--- src/rtl/jtag_tap_shift_capture_macros.svh ---
// assertion macros for the jtag tap shift and capture block
`ifndef JTAG_TAP_SHIFT_CAPTURE_MACROS_SVH
`define JTAG_TAP_SHIFT_CAPTURE_MACROS_SVH

`ifndef SYNTHESIS

`define JTC_ASSERT_SAME(lbl, ck, rst_n, ante, cons) \
	lbl: assert property (@(posedge ck) disable iff (!rst_n) (ante) |-> (cons)) \
		else $error("jtc assertion failed in same cycle");

`define JTC_ASSERT_NEXT(lbl, ck, rst_n, ante, cons) \
	lbl: assert property (@(posedge ck) disable iff (!rst_n) (ante) |=> (cons)) \
		else $error("jtc assertion failed in next cycle");

`else

`define JTC_ASSERT_SAME(lbl, ck, rst_n, ante, cons)

`define JTC_ASSERT_NEXT(lbl, ck, rst_n, ante, cons)

`endif

`endif

--- src/rtl/jtc_pkg.sv ---
// shared types and constants for the jtag tap shift and capture block
package jtc_pkg;

	localparam int unsigned CFG_IDX_W  = 1;
	localparam int unsigned CFG_DATA_W = 16;
	localparam int unsigned HALF_W     = 16;

	localparam logic [CFG_IDX_W-1:0] CFG_CAPTURE_EMU = 1'b0;
	localparam logic [CFG_IDX_W-1:0] CFG_HALF_PERIOD = 1'b1;

	localparam logic [2:0] PAIRS_FULL = 3'd4;
	localparam logic [3:0] BYTE_BITS  = 4'd8;

	typedef struct packed {
		logic [1:0] last_pair;
		logic [3:0] tdo;
		logic [3:0] emu;
		logic       last;
		logic       err;
	} entry_t;

	typedef struct packed {
		logic              capture_emu;
		logic [HALF_W-1:0] half_period;
		logic              clear;
	} cfg_t;

	typedef struct packed {
		logic empty;
		logic full;
	} q_stat_t;

	typedef struct packed {
		logic [2:0] cap_count;
	} bk_stat_t;

	typedef enum logic [1:0] {
		BK_IDLE,
		BK_HIGH,
		BK_LOW,
		BK_HOLD
	} bk_state_t;

endpackage

--- src/rtl/jtc_front.sv ---
// front end: accepts requests, checks pair counts and queues them for the back end
module jtc_front #(
	parameter int unsigned DEPTH = 2
) (
	input  logic             clk,
	input  logic             arst_n,
	input  logic             in_valid,
	output logic             in_stall,
	input  logic [2:0]       pairs_valid,
	input  logic [3:0]       tdo_bits,
	input  logic [3:0]       emu_bits,
	input  logic             end_of_sequence,
	output jtc_pkg::entry_t  q_head,
	output logic             q_valid,
	input  logic             q_pop,
	output jtc_pkg::q_stat_t q_stat
);

	localparam int unsigned PTR_W = (DEPTH > 1) ? $clog2(DEPTH) : 1;
	localparam int unsigned CNT_W = $clog2(DEPTH + 1);
	localparam logic [PTR_W-1:0] PTR_LAST = PTR_W'(DEPTH - 1);
	localparam logic [CNT_W-1:0] CNT_FULL = CNT_W'(DEPTH);

	jtc_pkg::entry_t mem_q [DEPTH];
	jtc_pkg::entry_t entry_in;
	logic [PTR_W-1:0] wr_ptr_q;
	logic [PTR_W-1:0] rd_ptr_q;
	logic [CNT_W-1:0] level_q;
	logic             full;
	logic             empty;
	logic             push;
	logic             len_bad;

	// only a final request may clock fewer than four pairs
	assign len_bad = (pairs_valid == 3'd0) || (pairs_valid > jtc_pkg::PAIRS_FULL)
		|| (!end_of_sequence && (pairs_valid != jtc_pkg::PAIRS_FULL));

	always_comb begin
		entry_in.last_pair = 2'(pairs_valid - 3'd1);
		entry_in.tdo       = tdo_bits;
		entry_in.emu       = emu_bits;
		entry_in.last      = end_of_sequence;
		entry_in.err       = len_bad;
	end

	assign full     = (level_q == CNT_FULL);
	assign empty    = (level_q == '0);
	assign in_stall = full;
	assign push     = in_valid && !full;
	assign q_valid  = !empty;
	assign q_head   = mem_q[rd_ptr_q];

	always_comb begin
		q_stat.empty = empty;
		q_stat.full  = full;
	end

	always_ff @(posedge clk) begin
		if (push) begin
			mem_q[wr_ptr_q] <= entry_in;
		end
	end

	always_ff @(posedge clk or negedge arst_n) begin
		if (!arst_n) begin
			wr_ptr_q <= '0;
			rd_ptr_q <= '0;
			level_q  <= '0;
		end else begin
			if (push) begin
				wr_ptr_q <= (wr_ptr_q == PTR_LAST) ? '0 : wr_ptr_q + PTR_W'(1);
			end
			if (q_pop && !empty) begin
				rd_ptr_q <= (rd_ptr_q == PTR_LAST) ? '0 : rd_ptr_q + PTR_W'(1);
			end
			if (push && !(q_pop && !empty)) begin
				level_q <= level_q + CNT_W'(1);
			end else if (!push && q_pop && !empty) begin
				level_q <= level_q - CNT_W'(1);
			end
		end
	end

endmodule

--- src/rtl/jtc_back.sv ---
// back end: tck phase timing, bit capture and the result register
module jtc_back (
	input  logic              clk,
	input  logic              arst_n,
	input  jtc_pkg::cfg_t     cfg,
	input  jtc_pkg::entry_t   q_head,
	input  logic              q_valid,
	output logic              q_pop,
	output logic              out_valid,
	input  logic              out_stall,
	output logic [7:0]        captured_byte,
	output logic              final_byte,
	output logic              length_error,
	output jtc_pkg::bk_stat_t stat
);

	jtc_pkg::bk_state_t state_q;
	jtc_pkg::bk_state_t state_d;
	jtc_pkg::entry_t    cur_q;

	logic [1:0]                   pair_q;
	logic [jtc_pkg::HALF_W-1:0]   timer_q;
	logic [7:0]                   shift_q;
	logic [2:0]                   count_q;
	logic                         full_q;
	logic [7:0]                   full_byte_q;
	logic [7:0]                   pend_byte_q;
	logic                         pend_final_q;
	logic                         pend_err_q;
	logic                         out_valid_q;
	logic [7:0]                   out_byte_q;
	logic                         out_final_q;
	logic                         out_err_q;

	logic       tdo_bit;
	logic       emu_bit;
	logic [7:0] s1;
	logic [7:0] s2;
	logic [2:0] c1;
	logic [2:0] c2;
	logic       f1;
	logic       f2;
	logic       step_full;
	logic [7:0] step_full_byte;
	logic [7:0] res_byte;

	logic timer_zero;
	logic pair_end;
	logic fin;
	logic fin_res;
	logic out_free;
	logic hold_emit;
	logic go_hold;
	logic can_start;
	logic pop;
	logic emit;

	// one pair: tdo bit, then the emu bit in emu mode, entering at the msb
	always_comb begin
		tdo_bit = cur_q.tdo[pair_q];
		emu_bit = cur_q.emu[pair_q];
		s1 = {tdo_bit, shift_q[7:1]};
		c1 = count_q + 3'd1;
		f1 = (c1 == 3'd0);
		if (cfg.capture_emu) begin
			s2 = {emu_bit, s1[7:1]};
			c2 = c1 + 3'd1;
			f2 = (c2 == 3'd0);
		end else begin
			s2 = s1;
			c2 = c1;
			f2 = 1'b0;
		end
		step_full      = full_q || f1 || f2;
		step_full_byte = f2 ? s2 : (f1 ? s1 : full_byte_q);
		// partial byte right-aligned
		res_byte = step_full ? step_full_byte : (s2 >> (jtc_pkg::BYTE_BITS - {1'b0, c2}));
	end

	// control decode
	always_comb begin
		timer_zero = (timer_q == '0);
		pair_end   = (state_q == jtc_pkg::BK_LOW) && timer_zero;
		fin        = pair_end && (pair_q == cur_q.last_pair);
		fin_res    = fin && (step_full || cur_q.last);
		out_free   = !out_valid_q || !out_stall;
		hold_emit  = (state_q == jtc_pkg::BK_HOLD) && out_free;
		go_hold    = fin_res && !out_free;
		can_start  = (state_q == jtc_pkg::BK_IDLE) || (fin && !go_hold) || hold_emit;
		pop        = can_start && q_valid;
		emit       = hold_emit || (fin_res && out_free);
	end

	always_comb begin
		state_d = state_q;
		unique case (state_q)
			jtc_pkg::BK_IDLE: begin
				if (pop) begin
					state_d = q_head.err ? jtc_pkg::BK_HOLD : jtc_pkg::BK_HIGH;
				end
			end
			jtc_pkg::BK_HIGH: begin
				if (timer_zero) begin
					state_d = jtc_pkg::BK_LOW;
				end
			end
			jtc_pkg::BK_LOW: begin
				if (go_hold) begin
					state_d = jtc_pkg::BK_HOLD;
				end else if (pop) begin
					state_d = q_head.err ? jtc_pkg::BK_HOLD : jtc_pkg::BK_HIGH;
				end else if (fin) begin
					state_d = jtc_pkg::BK_IDLE;
				end else if (pair_end) begin
					state_d = jtc_pkg::BK_HIGH;
				end
			end
			jtc_pkg::BK_HOLD: begin
				if (pop) begin
					state_d = q_head.err ? jtc_pkg::BK_HOLD : jtc_pkg::BK_HIGH;
				end else if (hold_emit) begin
					state_d = jtc_pkg::BK_IDLE;
				end
			end
			default: state_d = jtc_pkg::BK_IDLE;
		endcase
	end

	assign q_pop         = pop;
	assign out_valid     = out_valid_q;
	assign captured_byte = out_byte_q;
	assign final_byte    = out_final_q;
	assign length_error  = out_err_q;

	always_comb begin
		stat.cap_count = count_q;
	end

	always_ff @(posedge clk or negedge arst_n) begin
		if (!arst_n) begin
			state_q     <= jtc_pkg::BK_IDLE;
			out_valid_q <= 1'b0;
			shift_q     <= '0;
			count_q     <= '0;
			full_q      <= 1'b0;
		end else begin
			state_q <= state_d;
			if (emit) begin
				out_valid_q <= 1'b1;
			end else if (!out_stall) begin
				out_valid_q <= 1'b0;
			end
			if (pop) begin
				full_q <= 1'b0;
			end else if (pair_end) begin
				full_q <= step_full;
			end
			if (cfg.clear) begin
				shift_q <= '0;
				count_q <= '0;
			end else if (pop && q_head.err && q_head.last) begin
				shift_q <= '0;
				count_q <= '0;
			end else if (pair_end) begin
				if (fin && cur_q.last) begin
					shift_q <= '0;
					count_q <= '0;
				end else begin
					shift_q <= s2;
					count_q <= c2;
				end
			end
		end
	end

	always_ff @(posedge clk) begin
		if (pop) begin
			cur_q   <= q_head;
			pair_q  <= '0;
			timer_q <= cfg.half_period;
		end else begin
			if (((state_q == jtc_pkg::BK_HIGH) && timer_zero) || (pair_end && !fin)) begin
				timer_q <= cfg.half_period;
			end else if (((state_q == jtc_pkg::BK_HIGH) || (state_q == jtc_pkg::BK_LOW))
				&& !timer_zero) begin
				timer_q <= timer_q - jtc_pkg::HALF_W'(1);
			end
			if (pair_end && !fin) begin
				pair_q <= pair_q + 2'd1;
			end
		end
		if (pair_end) begin
			full_byte_q <= step_full_byte;
		end
		if (pop && q_head.err) begin
			pend_byte_q  <= '0;
			pend_final_q <= q_head.last;
			pend_err_q   <= 1'b1;
		end else if (go_hold) begin
			pend_byte_q  <= res_byte;
			pend_final_q <= cur_q.last;
			pend_err_q   <= 1'b0;
		end
		if (emit) begin
			out_byte_q  <= hold_emit ? pend_byte_q : res_byte;
			out_final_q <= hold_emit ? pend_final_q : cur_q.last;
			out_err_q   <= hold_emit ? pend_err_q : 1'b0;
		end
	end

endmodule

--- src/rtl/jtag_tap_shift_capture.sv ---
// top level of the jtag tap shift and capture block with its register file
//
//  ch   | role    | handshake           | payload
//  in   | request | in_valid/in_stall   | tap_byte pairs_valid tdo_bits emu_bits end_of_sequence
//  out  | result  | out_valid/out_stall | captured_byte final_byte length_error
//  cfg  | write   | cfg_valid/cfg_ready | cfg_index cfg_data
//
// each pair runs a tck high phase then a tck low phase in the back end, and the tck phase timer
// times each phase from the half period register
// a request with a bad pair count clocks nothing and is reported with length_error
// reset is asynchronous and clears the control state and capture byte, but not the data, timer or pair registers
// out_stall holds the result register; the queue keeps taking requests until it is full
module jtag_tap_shift_capture #(
	parameter int unsigned QUEUE_DEPTH = 2
) (
	input  logic                           clk,
	input  logic                           arst_n,
	input  logic                           in_valid,
	output logic                           in_stall,
	input  logic [7:0]                     tap_byte,
	input  logic [2:0]                     pairs_valid,
	input  logic [3:0]                     tdo_bits,
	input  logic [3:0]                     emu_bits,
	input  logic                           end_of_sequence,
	output logic                           out_valid,
	input  logic                           out_stall,
	output logic [7:0]                     captured_byte,
	output logic                           final_byte,
	output logic                           length_error,
	input  logic                           cfg_valid,
	output logic                           cfg_ready,
	input  logic [jtc_pkg::CFG_IDX_W-1:0]  cfg_index,
	input  logic [jtc_pkg::CFG_DATA_W-1:0] cfg_data
);

`include "jtag_tap_shift_capture_macros.svh"

	logic                       capture_emu_q;
	logic [jtc_pkg::HALF_W-1:0] half_period_q;
	logic                       cfg_write;
	jtc_pkg::cfg_t              cfg;
	jtc_pkg::entry_t            q_head;
	logic                       q_valid;
	logic                       q_pop;
	jtc_pkg::q_stat_t           q_stat;
	jtc_pkg::bk_stat_t          bk_stat;

	assign cfg_ready = 1'b1;
	assign cfg_write = cfg_valid && cfg_ready;

	always_ff @(posedge clk or negedge arst_n) begin
		if (!arst_n) begin
			capture_emu_q <= 1'b0;
			half_period_q <= '0;
		end else if (cfg_write) begin
			unique case (cfg_index)
				jtc_pkg::CFG_CAPTURE_EMU: capture_emu_q <= cfg_data[0];
				jtc_pkg::CFG_HALF_PERIOD: half_period_q <= cfg_data;
				default: ;
			endcase
		end
	end

	// a mode change drops any half-filled capture byte
	always_comb begin
		cfg.capture_emu = capture_emu_q;
		cfg.half_period = half_period_q;
		cfg.clear       = cfg_write && (cfg_index == jtc_pkg::CFG_CAPTURE_EMU);
	end

	jtc_front #(
		.DEPTH(QUEUE_DEPTH)
	) u_front (
		.clk             (clk),
		.arst_n          (arst_n),
		.in_valid        (in_valid),
		.in_stall        (in_stall),
		.pairs_valid     (pairs_valid),
		.tdo_bits        (tdo_bits),
		.emu_bits        (emu_bits),
		.end_of_sequence (end_of_sequence),
		.q_head          (q_head),
		.q_valid         (q_valid),
		.q_pop           (q_pop),
		.q_stat          (q_stat)
	);

	jtc_back u_back (
		.clk           (clk),
		.arst_n        (arst_n),
		.cfg           (cfg),
		.q_head        (q_head),
		.q_valid       (q_valid),
		.q_pop         (q_pop),
		.out_valid     (out_valid),
		.out_stall     (out_stall),
		.captured_byte (captured_byte),
		.final_byte    (final_byte),
		.length_error  (length_error),
		.stat          (bk_stat)
	);

	`JTC_ASSERT_SAME(a_err_byte_zero, clk, arst_n, out_valid && length_error, captured_byte == 8'h00)
	`JTC_ASSERT_NEXT(a_mode_clears, clk, arst_n, cfg.clear, bk_stat.cap_count == 3'd0)
	`JTC_ASSERT_NEXT(a_accept_queued, clk, arst_n, in_valid && !in_stall, !q_stat.empty)
	`JTC_ASSERT_SAME(a_emu_even, clk, arst_n, capture_emu_q, !bk_stat.cap_count[0])

endmodule
--- config.mk ---
export PLATFORM = sky130hd
export DESIGN_NAME = jtag_tap_shift_capture
export DESIGN_NICKNAME = d
export VERILOG_FILES = /design/src/rtl/jtc_pkg.sv /design/src/rtl/jtc_front.sv /design/src/rtl/jtc_back.sv /design/src/rtl/jtag_tap_shift_capture.sv
export VERILOG_INCLUDE_DIRS = /design/src /design/src/rtl
export SDC_FILE = /design/constraint.sdc
export NUM_CORES = 1
export LEC_CHECK = 0
export BUFFER_PORTS_ARGS = -buffer_cell sky130_fd_sc_hd__clkbuf_2
export CAP_MARGIN = 15
export CORE_MARGIN = 5
export CORE_UTILIZATION = 60
export DETAILED_ROUTE_END_ITERATION = 8
export GPL_ROUTABILITY_DRIVEN = 0
export GPL_TIMING_DRIVEN = 0
export PLACE_DENSITY = 0.85
export SLEW_MARGIN = 15
export SYNTH_ARGS = -nofsm -noshare
export SYNTH_HDL_FRONTEND = slang
export SYNTH_HIERARCHICAL = 1
export SYNTH_SLANG_ARGS = --single-unit
--- constraint.sdc ---
create_clock -name clk -period 9.5 [get_ports clk]
set_input_delay 2.85 -clock clk [delete_from_list [all_inputs] [get_ports clk]]
set_output_delay 2.85 -clock clk [all_outputs]
set_load 0.02 [all_outputs]
==> flow_summary_export.csv <==
group,metric,value,unit
global_routing,grt_overflow,0,
worst_setup_path,path_max_fanout,16,
timing,final_max_slew_viol_count,0,
timing,period_minus_slack,4390,ps
worst_setup_path,path_delay_family,"compound AO/OA/AOI/OAI gates",
timing,tightest_slew,990,ps
timing,setup_tns,0,ps
clock_network,cts_buffers,17,
timing,rsz0062_at_grt,"no",
worst_setup_path,crit_cells,7,
final_layout,layoutNonFillerInstCount,723,
routing,wirelength,12400,µm
floorplan,die_w,109,µm
worst_setup_path,slowest_delay,460,ps
worst_setup_path,endpoint_kind,"flip-flop",
synth,syn_area,5900,µm²
clock_network,cts_root_buffer,"clkbuf_8",
clock_network,cts_resized,0,
worst_setup_path,r2r_cells,12,
status,outcome,"finished clean",
routing,via_count,4251,
floorplan,start_util,60.9,%
pwr,p_leak,2.76,nW
routing,drc,0,
final_layout,nets,633,
floorplan,ios,55,
pwr,power,2.02,mW
clock_network,cts_tree,"yes",
synth,syn_inst,513,
routing,drtAntennaViolNets,0,
worst_setup_path,cp_num_buf_inv,2,
clock_network,ctsHoldBuffers,0,
final_layout,syn_to_final_growth,16.1,%
global_routing,grt_max_degree,36,
floorplan,dieArea,11900,µm²
pwr,powerDensity,295,nW/µm²
timing,hold_viol_final,0,
routing,first_iter_violations,264,
timing,setup_viol_count_final,0,
synth,yosysWarningCount,6,
timing,maxSlewHeadroom,33.8,%
global_routing,antenna_found_initial,0,
worst_hold_path,min_from,"u_back/pend_byte_q[6]",
routing,drtPass1Iterations,5,
timing,post-route-period-util,46.2,%
clock_network,cts_buffer_depth,2,
worst_setup_path,crit_slowest_cell,"clkbuf_1",
global_routing,grt_pass1_vias,4225,
routing,vias_per_cell,5.88,
worst_setup_path,cp-start-kind,"input pin",
placement,dp.cells,691,
worst_hold_path,min_path_type,"reg2reg",
synth,synth.avg_cell_area,11.5,µm²
synth,syn_nets,569,
timing,holdWs,479,ps
placement,dp_hpwl,8400,µm
final_layout,drive_above_1_share,23.2,%
clock_network,cts-htree-levels,4,
worst_setup_path,required,9670,ps
clock_network,path_clk_slew,60,ps
floorplan,core_area,9680,µm²
final_layout,final_util,70.8,%
worst_setup_path,crit_type,"in2reg",
clock_network,post_cts_buffers,0,
global_routing,gr-usage-all-layers,22.5,%
pwr,ir_worst_vdd,0.183,mV
floorplan,row_count,36,
worst_setup_path,critPathLaunch,"out_stall",
timing,timing.fmax,228,MHz
clock_network,cts.sink_count,116,
clock_network,clk-insertion-delay-late,520,ps
worst_hold_path,holdPathStages,2,
global_routing,grt_first_pass_wirelength,20600,µm
routing,routedWlPerCell,17.1,µm
worst_setup_path,worstPathArrival,4560,ps
worst_setup_path,cp_cell_sequence,"clkbuf_2 > nand2_1 > a21oi_1 > o21ai_1 > o2bb2ai_1 > clkbuf_1 > a21o_2",
worst_setup_path,r2r-start,"u_back/stat[0]",
timing,skew,7.78,ps
job,max-cap-violations,0,
final_layout,diodes,0,
floorplan,die_y,109,µm
placement,portBuffers,45,
placed cells by master, fill, tap and decap left out, types with 9 or more instances in the layout:
| cell | instances |
|---|---|
| inv_1 | 17 |
| o21ai_0 | 39 |
| clkbuf_16 | 16 |
| a21oi_1 | 34 |
| mux2_2 | 14 |
| clkbuf_2 | 45 |
| nor3_1 | 9 |
| clkbuf_1 | 9 |
| nor2_1 | 34 |
| mux2_4 | 19 |
| nand2b_1 | 14 |
| xnor2_1 | 9 |
| dfrtp_1 | 35 |
| nand2_1 | 64 |
| edfxtp_1 | 70 |
| ha_1 | 14 |
| xor2_1 | 15 |
| dfxtp_1 | 11 |
| mux2i_1 | 18 |
worst paths after layout:
check,endpoint,slack [ps]
setup / recovery,u_back/timer_q[2],5110
hold / removal,u_back/pend_byte_q[6],480
setup reg to reg,u_back/captured_byte[1],5510
hold reg to reg,u_back/pend_byte_q[6],480
max in group asynchronous,u_back/shift_q[2],6410
min in group asynchronous,u_back/shift_q[1],2470
metal layers:
layer,share of wire (%),global-route usage (%),up-vias
met5,0,0,-
met4,2.5,9.80,0
met3,6.4,5.45,29
met2,50,36.4,193
met1,41,28.8,2036
li1,-,-,1993
power by group:
group / total, mW / switching [mW] / internal, mW / leakage [nW]
logic: 0.606 / 0.370 / 0.236 / 1.30
clock network: 0.600 / 0.247 / 0.353 / 0.271
registers: 0.819 / 0.0926 / 0.726 / 1.19
final cells by class:
type | instances | area, µm²
inverters | 17 | 63.8
clock inverters | 15 | 146
multi-input cells | 364 | 2560
flip-flops and latches | 116 | 3200
fillers | 645 | 2830
well taps | 133 | 166
repair buffers | 45 | 225
plain buffers | 16 | 83.8
clock buffers | 17 | 414
worst min-delay path, delay by kind of cell, from the launching register on:
kind             cells  cell delay, ps
flip-flops           1             330
AND/OR/NAND/NOR      1              50
AO/OA/AOI/OAI        1              70
registers in the layout, indices dropped and copies added, names as in the netlist, 3 cells and up:
register,count
u_front/mem_q,24
u_back/captured_byte,8
u_back/cur_q,11
half_period_q,16
u_back/full_byte_q,8
u_back/stat,3
u_back/timer_q,16
u_back/shift_q,7
u_back/pend_byte_q,8
stage by stage:
step | worst slack (ps) | cell area [µm²]
3_5_place_dp | 4680 | 6290
2_1_floorplan | 5230 | 5900
6_report | 5110 | 6850
3_3_place_gp | 4750 | 6290
4_1_cts | 5210 | 6850
5_1_grt | 5000 | 6850
Note: power is estimated with default switching activity, not from simulation.
